==> config.mk <==
export PLATFORM = sky130hd
export DESIGN_NAME = ssp_front
export DESIGN_NICKNAME = d
export VERILOG_FILES = /design/src/ssp_pkg.sv /design/src/ssp_front.sv
export SDC_FILE = /design/constraint.sdc
export NUM_CORES = 1
export LEC_CHECK = 0
export BUFFER_PORTS_ARGS = -buffer_cell sky130_fd_sc_hd__buf_2
export CAP_MARGIN = 5
export CORE_ASPECT_RATIO = 0.6
export CORE_MARGIN = 3
export CORE_UTILIZATION = 57
export CTS_CLUSTER_SIZE = 14
export DETAILED_ROUTE_END_ITERATION = 10
export PLACE_DENSITY = 0.79
export SYNTH_ARGS = -nofsm -noshare
export SYNTH_HDL_FRONTEND = slang
export SYNTH_SLANG_ARGS = --single-unit
==> constraint.sdc <==
create_clock -name clk -period 6.87 [get_ports clk]
set_input_delay 0.687 -clock clk [delete_from_list [all_inputs] [get_ports clk]]
set_output_delay 0.687 -clock clk [all_outputs]
set_load 0.05 [all_outputs]
==> src/ssp_pkg.sv <==
// Shared types and constants for the single-source shortest path block.
// Depends on nothing; every other file refers to it by scoped names.
package ssp_pkg;

	// Default sizing, handed down from the top level as parameter defaults.
	localparam int MAX_NODES_DEF   = 128;
	localparam int WEIGHT_BITS_DEF = 16;

	// Depth of the command queue between the front and the engine.
	localparam int CMD_DEPTH = 4;

	// Largest distance that can be represented; sums saturate here.
	localparam logic [22:0] DIST_MAX = 23'h7FFFFF;

	// Kinds of input item.
	typedef enum logic [1:0] {
		KIND_EDGE  = 2'd0,
		KIND_LAST  = 2'd1,
		KIND_CLOSE = 2'd2,
		KIND_NONE  = 2'd3
	} kind_t;

	// One input item.
	typedef struct packed {
		logic [1:0]  kind;
		logic [7:0]  node_a;
		logic [7:0]  node_b;
		logic [15:0] edge_weight;
	} in_item_t;

	// One result item.
	typedef struct packed {
		logic        reachable;
		logic [22:0] distance;
	} result_t;

	// A classified command passed from the front to the engine.
	typedef struct packed {
		logic        has_edge;
		logic        close;
		logic [7:0]  node_a;
		logic [7:0]  node_b;
		logic [15:0] edge_weight;
	} cmd_t;

endpackage

==> src/ssp_front.sv <==
// Front end: accepts input transactions, classifies them and queues commands.
// Depends on ssp_pkg for the item and command types.
module ssp_front #(
	parameter int MAX_NODES   = ssp_pkg::MAX_NODES_DEF,
	parameter int WEIGHT_BITS = ssp_pkg::WEIGHT_BITS_DEF
) (
	input  logic              clk,
	input  logic              arst_n,
	input  logic              push,
	output logic              full,
	input  ssp_pkg::in_item_t in_item,
	output logic              cmd_valid,
	input  logic              cmd_pop,
	output ssp_pkg::cmd_t     cmd
);

	localparam int QAW = $clog2(ssp_pkg::CMD_DEPTH);
	localparam logic [31:0] WMASK = 32'((64'd1 << WEIGHT_BITS) - 64'd1);

	ssp_pkg::cmd_t    queue_q [ssp_pkg::CMD_DEPTH];
	logic [QAW:0]     wr_ptr_q;
	logic [QAW:0]     rd_ptr_q;
	logic [QAW:0]     count;
	logic             a_ok;
	logic             b_ok;
	logic             w_ok;
	logic             edge_ok;
	logic             is_edge;
	logic             is_close;
	logic             enq;
	ssp_pkg::cmd_t    new_cmd;

	// Classify the incoming item.
	always_comb begin
		is_edge  = (in_item.kind == ssp_pkg::KIND_EDGE);
		is_close = (in_item.kind == ssp_pkg::KIND_LAST) || (in_item.kind == ssp_pkg::KIND_CLOSE);
		a_ok     = (in_item.node_a != 8'd0) && (32'(in_item.node_a) <= 32'(MAX_NODES));
		b_ok     = (in_item.node_b != 8'd0) && (32'(in_item.node_b) <= 32'(MAX_NODES));
		w_ok     = |(32'(in_item.edge_weight) & WMASK);
		edge_ok  = a_ok && b_ok && w_ok &&
			((in_item.kind == ssp_pkg::KIND_EDGE) || (in_item.kind == ssp_pkg::KIND_LAST));
		new_cmd.has_edge    = edge_ok;
		new_cmd.close       = is_close;
		new_cmd.node_a      = in_item.node_a;
		new_cmd.node_b      = in_item.node_b;
		new_cmd.edge_weight = in_item.edge_weight;
		count = wr_ptr_q - rd_ptr_q;
		full  = (count == (QAW+1)'(ssp_pkg::CMD_DEPTH));
		enq   = push && !full && (is_close || (is_edge && edge_ok));
	end

	assign cmd_valid = (count != '0);
	assign cmd       = queue_q[rd_ptr_q[QAW-1:0]];

	// Queue storage.
	always_ff @(posedge clk) begin
		if (enq) begin
			queue_q[wr_ptr_q[QAW-1:0]] <= new_cmd;
		end
	end

	// Queue pointers.
	always_ff @(posedge clk or negedge arst_n) begin
		if (!arst_n) begin
			wr_ptr_q <= '0;
			rd_ptr_q <= '0;
		end else begin
			if (enq) begin
				wr_ptr_q <= wr_ptr_q + 1'b1;
			end
			if (cmd_pop && cmd_valid) begin
				rd_ptr_q <= rd_ptr_q + 1'b1;
			end
		end
	end

endmodule

After elaboration in Yosys (flattened, before gate mapping)
Memories as Yosys holds them, arrays and structs flattened.
Cells that the tools add are included.
{"block": "word_totals", "ff_bits": 6, "ram_bits": 136, "input_bits": 38, "elab_cells": 31, "mem_count": 1}
{"memory": "queue_q", "words": 4, "word_bits": 34, "rd": 1, "rd_ports_with_merged_regs": 0, "write_ports": 1, "line": "ssp_front.sv:20", "source": "ssp_pkg::cmd_t queue_q [ssp_pkg::CMD_DEPTH];"}
{"block": "op_classes", "add_sub_neg": 3, "order_cmp": 2, "n_eq_ne": 3, "mux": 2, "n_reduce_logical": 18}
{"operator": "less-or-equal comparator 8 bit, second input constant", "count": 2}
{"operator": "nonzero test 8 bit", "count": 2}
{"operator": "OR reduction 16 bit", "count": 1}
{"operator": "logical AND 1 bit", "count": 9}
{"operator": "adder 3 x 1 -> 3 bit, second input constant", "count": 2}
{"operator": "equality test 3 bit, second input constant", "count": 1}
{"operator": "logical OR 1 bit", "count": 3}
{"operator": "nonzero test 3 bit", "count": 1}
{"operator": "subtractor 3 bit", "count": 1}
{"operator": "equality test 2 x 1 -> 1 bit, second input constant", "count": 1}
{"operator": "equality test 2 bit, second input constant", "count": 1}
{"operator": "zero test 2 bit", "count": 1}
{"operator": "two-way mux 1 bit", "count": 2}
{"operator": "zero test 1 bit", "count": 1}

Depth between registers and ports, before layout
Gate-level depths: netlist (run 1).
{"block": "depth", "ltp_word": 10, "depth_mapped": 10}

Worst setup path before layout (run 1)
OpenSTA, ideal clock, no wires.
{"block": "synth_path", "path_kind": "register -> register", "from": "register rd_ptr_q[1]", "to": "memory queue_q[3][0] (netlist name), enable pin", "setup_time_ns": 0.479, "t_arrival_ns": 4.579, "path_slack_ns": 1.812, "path_stages_with_launch": 10, "synth_period_minus_slack_ns": 5.058, "cell_sequence": "dfrtp_1 -> clkbuf_1 -> buf_1 -> inv_1 -> ha_1 -> nor2b_1 -> xnor2_1 -> nor2b_1 -> nand2b_1 -> nor3b_1"}
{"block": "synth_via", "elab_chain_len": 7}
{"element": "start: declaration", "line": "ssp_front.sv:22", "source": "logic [QAW:0] rd_ptr_q;"}
{"element": "start signal: assignment", "line": "ssp_front.sv:72", "source": "rd_ptr_q <= rd_ptr_q + 1'b1;"}
{"element": "subtractor 3 bit", "line": "ssp_front.sv:47", "source": "count = wr_ptr_q - rd_ptr_q;"}
{"element": "equality test 3 bit", "line": "ssp_front.sv:48", "source": "full = (count == (QAW+1)'(ssp_pkg::CMD_DEPTH));"}
{"element": "named net full", "line": "ssp_front.sv:10", "source": "output logic full,"}
{"element": "zero test 1 bit", "line": "ssp_front.sv:49", "source": "enq = push && !full && (is_close || (is_edge && edge_ok));"}
{"element": "logical AND 1 bit (2 in series)", "line": "ssp_front.sv:49"}
{"element": "two-way mux 1 bit", "line": "ssp_front.sv:57", "source": "if (enq) begin"}
{"element": "two-way mux 1 bit (not written as such)", "line": "ssp_front.sv:58", "source": "queue_q[wr_ptr_q[QAW-1:0]] <= new_cmd;"}
{"element": "end: declaration", "line": "ssp_front.sv:20"}
The timed path passes the listed nets, and every way through them passes these cells.

Worst setup path after layout (run 1)
{"block": "layout_path", "from": "input in_item[18] (netlist name)", "to": "memory queue_q[2][22] (netlist name), enable pin"}
{"block": "layout_via", "elab_chain_len": 10, "word_cells_on_any_way": 11}
{"element": "start: declaration", "line": "ssp_front.sv:11", "source": "input ssp_pkg::in_item_t in_item,"}
{"element": "less-or-equal comparator 8 bit / nonzero test 8 bit (equally long branches)", "line": "ssp_front.sv:38", "source": "b_ok = (in_item.node_b != 8'd0) && (32'(in_item.node_b) <= 32'(MAX_NODES));"}
{"element": "logical AND 1 bit *", "line": "ssp_front.sv:38"}
{"element": "logical AND 1 bit * (3 in series)", "line": "ssp_front.sv:40", "source": "edge_ok = a_ok && b_ok && w_ok &&"}
{"element": "logical AND 1 bit *", "line": "ssp_front.sv:49"}
{"element": "logical OR 1 bit *", "line": "ssp_front.sv:49"}
{"element": "logical AND 1 bit *", "line": "ssp_front.sv:49"}
{"element": "two-way mux 1 bit *", "line": "ssp_front.sv:57"}
{"element": "two-way mux 1 bit (not written as such) *", "line": "ssp_front.sv:58"}
Mark *: on every way between the ends. The rest lies on a longest branch, timed or not.

==> results_dict.tcl, run 1 <==
set metrics [dict create \
    clkSinkCount 142 \
    finalPower_w 0.00337 \
    p_leak_nw 2.32 \
    firstDrtPassIters 4 \
    worstSetupPathType "input pin to flip-flop" \
    synth_top_cells_by_area "edfxtp_1, mux4_2, dfrtp_1, ha_1, xnor2_1" \
    comb_power_share 0.352 \
    insertion_delay_ns 0.41 \
    drive_above_1_share 0.462 \
    startpoint "in_item[18]" \
    cts_buffers 17 \
    synth-seq-cells 142 \
    multi_input_area_um2 1150 \
    clk_pin_slew_ns 0.06 \
    worstMarginPinSlew_ns 0.921 \
    post_cts_buffers 0 \
    hold_violations 0 \
    drc 0 \
    fmax_mhz 327 \
    relSlewSlack 0.386 \
    die_w_um 132 \
    ios 74 \
    netlist-cell-type-count 26 \
    pwr-share-seq 0.336 \
    core_um2 8880 \
    p_per_area_nw_per_um2 508 \
    path_buf_inv 1 \
    dpl.hpwl_mm 5.98 \
    vdd_drop_max_uv 355 \
    p_clk_frac 0.313 \
    grt_max_degree 37 \
    synthesis.nets 278 \
    met1_usage 0.282 \
    cts_resized 0 \
    cts_buffer_depth 2 \
    r2r_start "wr_ptr_q[0]" \
    area_growth_pct 22.3 \
    grt_pass1_wl_mm 15.6 \
    die_y_um 81.6 \
    wirelength_mm 9.94 \
    ff2ff_setup_slack_ns 4.11 \
    crit_family "simple AND/OR/NAND/NOR gates" \
    viasPerCell 5.72 \
    first_global_vias 2703 \
    drtIter0Drc 187 \
    rows 26 \
    synth_top_area_share 0.752 \
    fin_tns_setup_ns 0 \
    post-route-period-util 0.445 \
    synthCells 231 \
    antenna_found_initial 0 \
    grtUsageMet2 0.309 \
    final.setup_skew_ns 0.0100 \
    h-tree-depth 4 \
    cts_root_buf "clkbuf_16" \
    worstPathRequired_ns 6.90 \
    met3_usage 0.0685 \
    r2r_cells 8 \
    r2r_end "queue_q[2][22]" \
    cts_tree "built" \
    setup_viol_count_final 0 \
    critical_path_cell_count 7 \
    regArea_um2 4240 \
    slowest_stage "and2_2" \
    p_sw_w 0.00120 \
    yosysWarnings 0 \
    ys_seq_area_frac 0.779 \
    dieArea_um2 10800 \
    avgRoutedWirePerCell_um 21.7 \
    grt.busiest_layer "met2" \
    drv_cap 0 \
    endpoint_kind "flip-flop" \
    swShare 0.356 \
    antenna_left 0 \
    syn_area_um2 5430 \
    numPortBuffers 73 \
    fillerInstances 516 \
    period_minus_slack_ns 3.06 \
    num_vias 2616 \
    antennaDiodeCount 0 \
    avgSynthCellArea_um2 23.5 \
    endpoint "queue_q[2][22]" \
    gp_congestion 0.712 \
    p_int_w 0.00217 \
    rsz0062_at_grt "false" \
    grt-ovfl-total 0 \
    crit_path_start_kind "input pin" \
    cpPeakStageDelay_ns 0.80 \
    track_usage 0.204 \
    path_cells "buf_2 -> or4_1 -> nor4_2 -> xnor2_1 -> a41oi_2 -> nor2_2 -> and2_2" \
    crit_fanout 34 \
    worstPathArrival_ns 3.08 \
    yosysTopAreaCell "edfxtp_1" \
    drv_slew 0 \
    hp-class "input pin to async pin" \
    initial_core_util 0.612 \
    outcome "complete, no violations" \
    nets 365 \
    ctsHoldBuffers 0 \
]
cells by family after synthesis:
logic type	share of synthesized area
compound gates	0.00507
xor+xnor	0.0129
fa+ha+maj	0.0207
buf+inv	0.00967
flops	0.779
mux	0.146
simple gates	0.0267
worst min path at each step:
stage	depth (start not counted)	slack, ns	to
floorplan	0	0.39	rd_ptr_q[0]
detailed placement	1	0.48	wr_ptr_q[2]
global placement	1	0.47	wr_ptr_q[2]
global route	1	0.07	rd_ptr_q[2]
CTS	1	0.07	wr_ptr_q[2]
finish	1	0.09	rd_ptr_q[2]
cell usage in the layout (no fill, tap or decap), types with 3 or more instances in the layout:
master	instances
edfxtp_1	136
buf_2	73
mux4_2	34
clkbuf_16	17
ha_1	9
xnor2_1	7
bufinv_16	7
inv_1	5
dfrtp_1	5
nor4_1	4
and2_2	3
clkinv_4	3
clkinvlp_4	3
buf_4	3
power by group through the flow:
stage	Clock, W	Sequential [W]	Combinational [W]
6_report	0.00106	0.00113	0.00119
5_1_grt	0.00111	0.00114	0.00126
4_1_cts	0.00107	0.00113	0.00121
3_5_place_dp	0	0.00115	0.00120
3_3_place_gp	0	0.00114	0.00119
2_1_floorplan	0	0.00114	0.000954
state kept, by name (all words and copies together) (netlist names):
signal and cells:
queue_q 136, rd_ptr_q 3, wr_ptr_q 3
stage by stage:
stage,instances,setup slack (ns),utilization,hold slack [ns],instance area [um2]
after CTS,457,3.78,0.748,0.0726,6650
after global routing,457,3.61,0.748,0.0738,6650
after global placement,425,3.45,0.670,0.475,5950
after floorplan,231,1.81,-,0.391,5430
after detailed placement,425,3.35,0.670,0.484,5950
final,457,3.81,0.748,0.0894,6650
cells in the mapped netlist:
cell type  count
o2111a_1       1
nor2b_1        2
dfrtp_1        6
nor4_1         4
and2_2         3
clkbuf_1       4
nand2_1        2
edfxtp_1     136
buf_1          1
xor2_1         1
inv_1          5
nor4_2         2
nor3b_1        1
mux2_4         1
nand3_1        1
mux2_2         1
ha_1           9
mux4_2        34
or4_1          2
nor2_2         1
a41oi_2        1
nand2b_1       1
or2_2          1
xnor2_1        7
nand4_1        1
buf_2          3
worst register-to-register path, delay by kind of cell (launching register included):
family	cells	cell delay, ns
flops	1	0.40
fa+ha+maj	1	0.15
buf+inv	1	0.15
simple gates	5	1.57
xor+xnor	1	0.09
layout make-up:
| class | count | area share |
|---|---|---|
| tap | 126 | 0.0237 |
| multi-input combinational | 76 | 0.173 |
| sequential | 142 | 0.637 |
| clock buffer | 17 | 0.0640 |
| clock inverter | 15 | 0.0403 |
| timing repair buffer | 76 | 0.0584 |
| inverter | 5 | 0.00282 |
layer usage:
layer / part of all wire / wire length [um]
met1: 0.43 / 4320
met2: 0.47 / 4680
met3: 0.086 / 852
met4: 0.0085 / 84
met5: 0 / 0
Note: power is estimated with default switching activity, not from simulation.
==> run 2, diff against run 1 <==
clock period = 3.1 ns   (was 6.87 ns; I/O delays follow)
==> run 2 against run 1 <==
Compared with the run above: first-iteration DRC count increased by 1.1%; clock-buffer cell count rose by 1; critical path depth is 4 lower; die area did not move; sequential cell count unchanged; via count is 1.5% higher.
==> results_dict.tcl, run 2 (synthesis gave the netlist of run 1 again) <==
set metrics [dict create \
    grt-ovfl-total 0 \
    numPortBuffers 73 \
    whs_ns 0.126 \
    cts_buffer_depth 2 \
    p_leak_nw 2.31 \
    clk_pin_slew_ns 0.06 \
    worstPathRequired_ns 2.79 \
    cts_tree "built" \
    layout_common_cells "edfxtp_1, buf_2, mux4_2, clkbuf_16, ha_1" \
    avgRoutedWirePerCell_um 21.9 \
    clkSinkCount 142 \
    rows 26 \
    drv_cap 0 \
    grt_pass1_wl_mm 15.9 \
    vdd_drop_max_uv 666 \
    firstDrtPassIters 5 \
    dp_slack_ns 0.206 \
    post_cts_buffers 0 \
    drive_above_1_share 0.478 \
    slowest_stage "mux4_2" \
    hold_violations 0 \
    core_um2 8880 \
    hp-class "input pin to flip-flop" \
    die_w_um 132 \
    h-tree-depth 4 \
    area_growth_pct 22.4 \
    cts_root_buf "clkbuf_16" \
    ff2ff_setup_slack_ns 0.57 \
    endpoint_kind "output pin" \
    dieArea_um2 10800 \
    crit_path_start_kind "flip-flop" \
    period_minus_slack_ns 2.54 \
    antenna_found_initial 0 \
    fmax_mhz 394 \
    worstPathArrival_ns 2.23 \
    p_per_area_nw_per_um2 1090 \
    antenna_left 0 \
    path_buf_inv 2 \
    dp_cells 432 \
    track_usage 0.210 \
    final_area_um2 6650 \
    crit_family "buffers and inverters" \
    final.setup_skew_ns 0.00530 \
    crit_fanout 36 \
    stdcell_count 465 \
    layout_commonest_cell "edfxtp_1" \
    insertion_delay_ns 0.42 \
    postPlaceCellArea_um2 6040 \
    worstSetupPathType "flip-flop to output pin" \
    wirelength_mm 10.2 \
    dpl.hpwl_mm 6.19 \
    gp_congestion 0.745 \
    rsz0062_at_grt "false" \
    worstMarginPinSlew_ns 0.697 \
    num_vias 2654 \
    ctsHoldBuffers 1 \
    largest_register_ffs 136 \
    die_y_um 81.6 \
    cpPeakStageDelay_ns 0.64 \
    outcome "complete, no violations" \
    post-route-period-util 0.819 \
    nets 373 \
    drtIter0Drc 189 \
    first_global_vias 2732 \
    ios 74 \
    cts_buffers 17 \
    viasPerCell 5.71 \
    setup_ws_ns 0.562 \
    drv_slew 0 \
    grt_max_degree 37 \
    setup_viol_count_final 0 \
    drc 0 \
    initial_core_util 0.612 \
    antennaDiodeCount 0 \
    path_cells "buf_4 -> mux4_2 -> buf_2" \
    relSlewSlack 0.535 \
    fin_tns_setup_ns 0 \
    cts_resized 0 \
]
run 2: power breakdown:
| group | switching [W] | total [W] | internal, W | leakage [nW] |
|---|---|---|---|---|
| Sequential | 0.0000888 | 0.00251 | 0.00242 | 1.30 |
| Clock | 0.000761 | 0.00202 | 0.00126 | 0.270 |
| Combinational | 0.00185 | 0.00270 | 0.000850 | 0.740 |
run 2: cell type report:
type	count	area [um2]
well taps	126	158
fillers	495	2230
clock inverters	14	170
inverters	5	18.8
clock buffers	18	429
flip-flops and latches	142	4240
repair buffers	84	475
multi-input cells	76	1160
run 2: final timing paths:
| path | cells past startpoint | to | start |
|---|---|---|---|
| worst max-delay path | 3 | cmd[33] | rd_ptr_q[0] |
| worst min-delay path | 1 | queue_q[0][7] | in_item[7] |
| worst max register to register | 9 | queue_q[1][32] | wr_ptr_q[0] |
| worst min register to register | 1 | wr_ptr_q[2] | wr_ptr_q[2] |
| max in group asynchronous | 2 | rd_ptr_q[0] | arst_n |
| min in group asynchronous | 2 | wr_ptr_q[1] | arst_n |
run 2: stage by stage:
stage / utilization / total power, W
global placement: 0.680 / 0.00521
floorplan: - / 0.00465
global route: 0.749 / 0.00751
CTS: 0.749 / 0.00730
detailed placement: 0.680 / 0.00525
finish: 0.749 / 0.00723
run 2: metal layers:
layer,routed length [um],track usage
met5,0,0
met4,149,0.0922
met3,734,0.0783
met2,4760,0.316
met1,4530,0.283
==> run 3, diff against run 2 <==
ABC_AREA = 1   (was unset)
clock period = 2.43 ns   (was 3.1 ns; I/O delays follow)
==> run 3 against run 2 <==
Compared with the run above: clock-buffer cell count rose by 3; area after synthesis rose by 3.9%; final area rose by 3.8%; global-route usage rose by 3.2 points; via count rose by 43%; sequential power rose by 27%; combinational power rose by 61%.
==> results_dict.tcl, run 3 <==
set metrics [dict create \
    outcome "complete, no violations" \
    setup_viol_count_final 0 \
    syn_area_um2 5640 \
    period_minus_slack_ns 2.40 \
    dp_slack_ns 0.180 \
    die_y_um 83.1 \
    nets 556 \
    synthesis.nets 470 \
    drv_slew 0 \
    worstSetupPathType "flip-flop to output pin" \
    layout_common_cells "edfxtp_1, nor2_1, buf_2, o21ai_0, o22ai_1" \
    synth_top_area_share 0.724 \
    clk_pin_slew_ns 0.06 \
    worstMarginPinSlew_ns 0.386 \
    yosysMostFrequentCell "edfxtp_1" \
    ys_seq_area_frac 0.750 \
    track_usage 0.243 \
    ios 74 \
    clkSinkCount 142 \
    layout_commonest_cell "edfxtp_1" \
    whs_ns 0.0580 \
    async_flop_share 0.0423 \
    synthCells 423 \
    cts_buffers 17 \
    netlist-cell-type-count 28 \
    drc 0 \
    core_um2 9390 \
    avgSynthCellArea_um2 13.3 \
    post_cts_buffers 0 \
    synth-seq-cells 142 \
    antenna_left 0 \
    crit_fanout 40 \
    insertion_delay_ns 0.41 \
    firstDrtPassIters 5 \
    avgRoutedWirePerCell_um 19.8 \
    yosys-top-cells-count "edfxtp_1, nor2_1, o21ai_0, o22ai_1, nand2_1" \
    dieArea_um2 11200 \
    drive_above_1_share 0.248 \
    cts_tree "built" \
    final.setup_skew_ns 0.00760 \
    hold_violations 0 \
    first_global_vias 3805 \
    grt_max_degree 41 \
    yosysWarnings 0 \
    endpoint_kind "output pin" \
    crit_path_start_kind "flip-flop" \
    dp_cells 619 \
    cts_buffer_depth 2 \
    fmax_mhz 416 \
    wirelength_mm 12.9 \
    fillerInstances 612 \
    relSlewSlack 0.743 \
    grt-ovfl-total 0 \
    setup_ws_ns 0.0258 \
    die_w_um 134 \
    antenna_found_initial 0 \
    cts_root_buf "clkbuf_16" \
    p_leak_nw 2.51 \
    initial_core_util 0.601 \
    finalPower_w 0.0102 \
    vdd_drop_max_uv 1050 \
    num_vias 3793 \
    stdcell_count 650 \
    largest_register_ffs 136 \
    drv_cap 0 \
    antennaDiodeCount 0 \
    area_growth_pct 22.3 \
    numPortBuffers 73 \
    gp_congestion 0.831 \
    synth_top_cells_by_area "edfxtp_1, nor2_1, o21ai_0, o22ai_1, dfrtp_1" \
    drtIter0Drc 425 \
    h-tree-depth 4 \
    p_per_area_nw_per_um2 1470 \
    rows 27 \
    dpl.hpwl_mm 7.66 \
    hp-class "input pin to flip-flop" \
    worstPathRequired_ns 2.19 \
    viasPerCell 5.84 \
    grt_pass1_wl_mm 20.3 \
    utilization 0.735 \
    synth_edf_count 136 \
    post-route-period-util 0.989 \
    ys.flop_type "edfxtp_1" \
    yosysTopAreaCell "edfxtp_1" \
    worstPathArrival_ns 2.16 \
]
[run 3: changes by cell type after synthesis, sizes merged, moves of 6 or more]
| cell | change |
|---|---|
| mux4 | -34 |
| o21ai | +70 |
| nor2 | +92 |
| nor4 | -6 |
| inv | +11 |
| nand2 | +19 |
| clkbuf | +12 |
| o22ai | +34 |
[run 3: power by group]
group          switching, W  total (W)  internal (W)
clock network      0.000929    0.00262       0.00169
registers          0.000127    0.00319       0.00306
logic               0.00329    0.00436       0.00108
[run 3: metal layers]
| metal | global-route usage | vias to the layer above | routed length (um) |
|---|---|---|---|
| li1 | - | 1714 | - |
| met1 | 0.347 | 1868 | 5650 |
| met2 | 0.363 | 196 | 5940 |
| met3 | 0.0648 | 15 | 1130 |
| met4 | 0.0887 | 0 | 133 |
| met5 | 0 | - | 0 |
[run 3: worst max-delay path, stage by stage (launching register included)]
cell and delay, ns:
dfrtp_2 0.43, buf_6 0.20, inv_2 0.11, buf_6 0.27, o21ai_0 0.17, o22ai_1 0.29
buf_4 0.26
[run 3: area by class of cell]
class	instances	area, um2	share of cell area
clock buffers	21	440	0.0638
well taps	130	163	0.0236
clock inverters	9	144	0.0208
repair buffers	88	549	0.0796
inverters	16	60.1	0.00870
flip-flops and latches	142	4240	0.614
multi-input cells	244	1310	0.190
[run 3: what timing repair did]
item,4_1_cts,5_1_grt
resized for setup,5,5
endpoints found under the setup margin,21,2
hold endpoints to repair,6,0
hold buffers,1,0
[run 3: logic make-up after synthesis]
group | count (synthesis) | share of synthesized area
adders and majority gates | 9 | 0.0200
DFF | 142 | 0.750
AOI/OAI and AO/OA | 106 | 0.104
xor gates and xnor gates | 6 | 0.0120
buffers and inverters | 37 | 0.0257
and+or+nand+nor | 123 | 0.0880
[run 3: metrics by stage]
step,setup TNS (ns),area [um2]
after floorplan,-0.557,5690
final,0,6900
after global placement,0,6270
after global routing,-0.00728,6900
after detailed placement,0,6270
after CTS,0,6880
[run 3: final timing paths]
| check | from | endpoint | slack (ns) | depth (start not counted) |
|---|---|---|---|---|
| max reg2reg | wr_ptr_q[0] | queue_q[3][19] | 0.17 | 10 |
| max | rd_ptr_q[0] | cmd[15] | 0.03 | 6 |
| min reg2reg | wr_ptr_q[0] | wr_ptr_q[0] | 0.54 | 2 |
| min | in_item[27] | queue_q[1][27] | 0.06 | 1 |
| min in group asynchronous | arst_n | rd_ptr_q[2] | 0.21 | 2 |
| max in group asynchronous | arst_n | rd_ptr_q[0] | 2.04 | 2 |
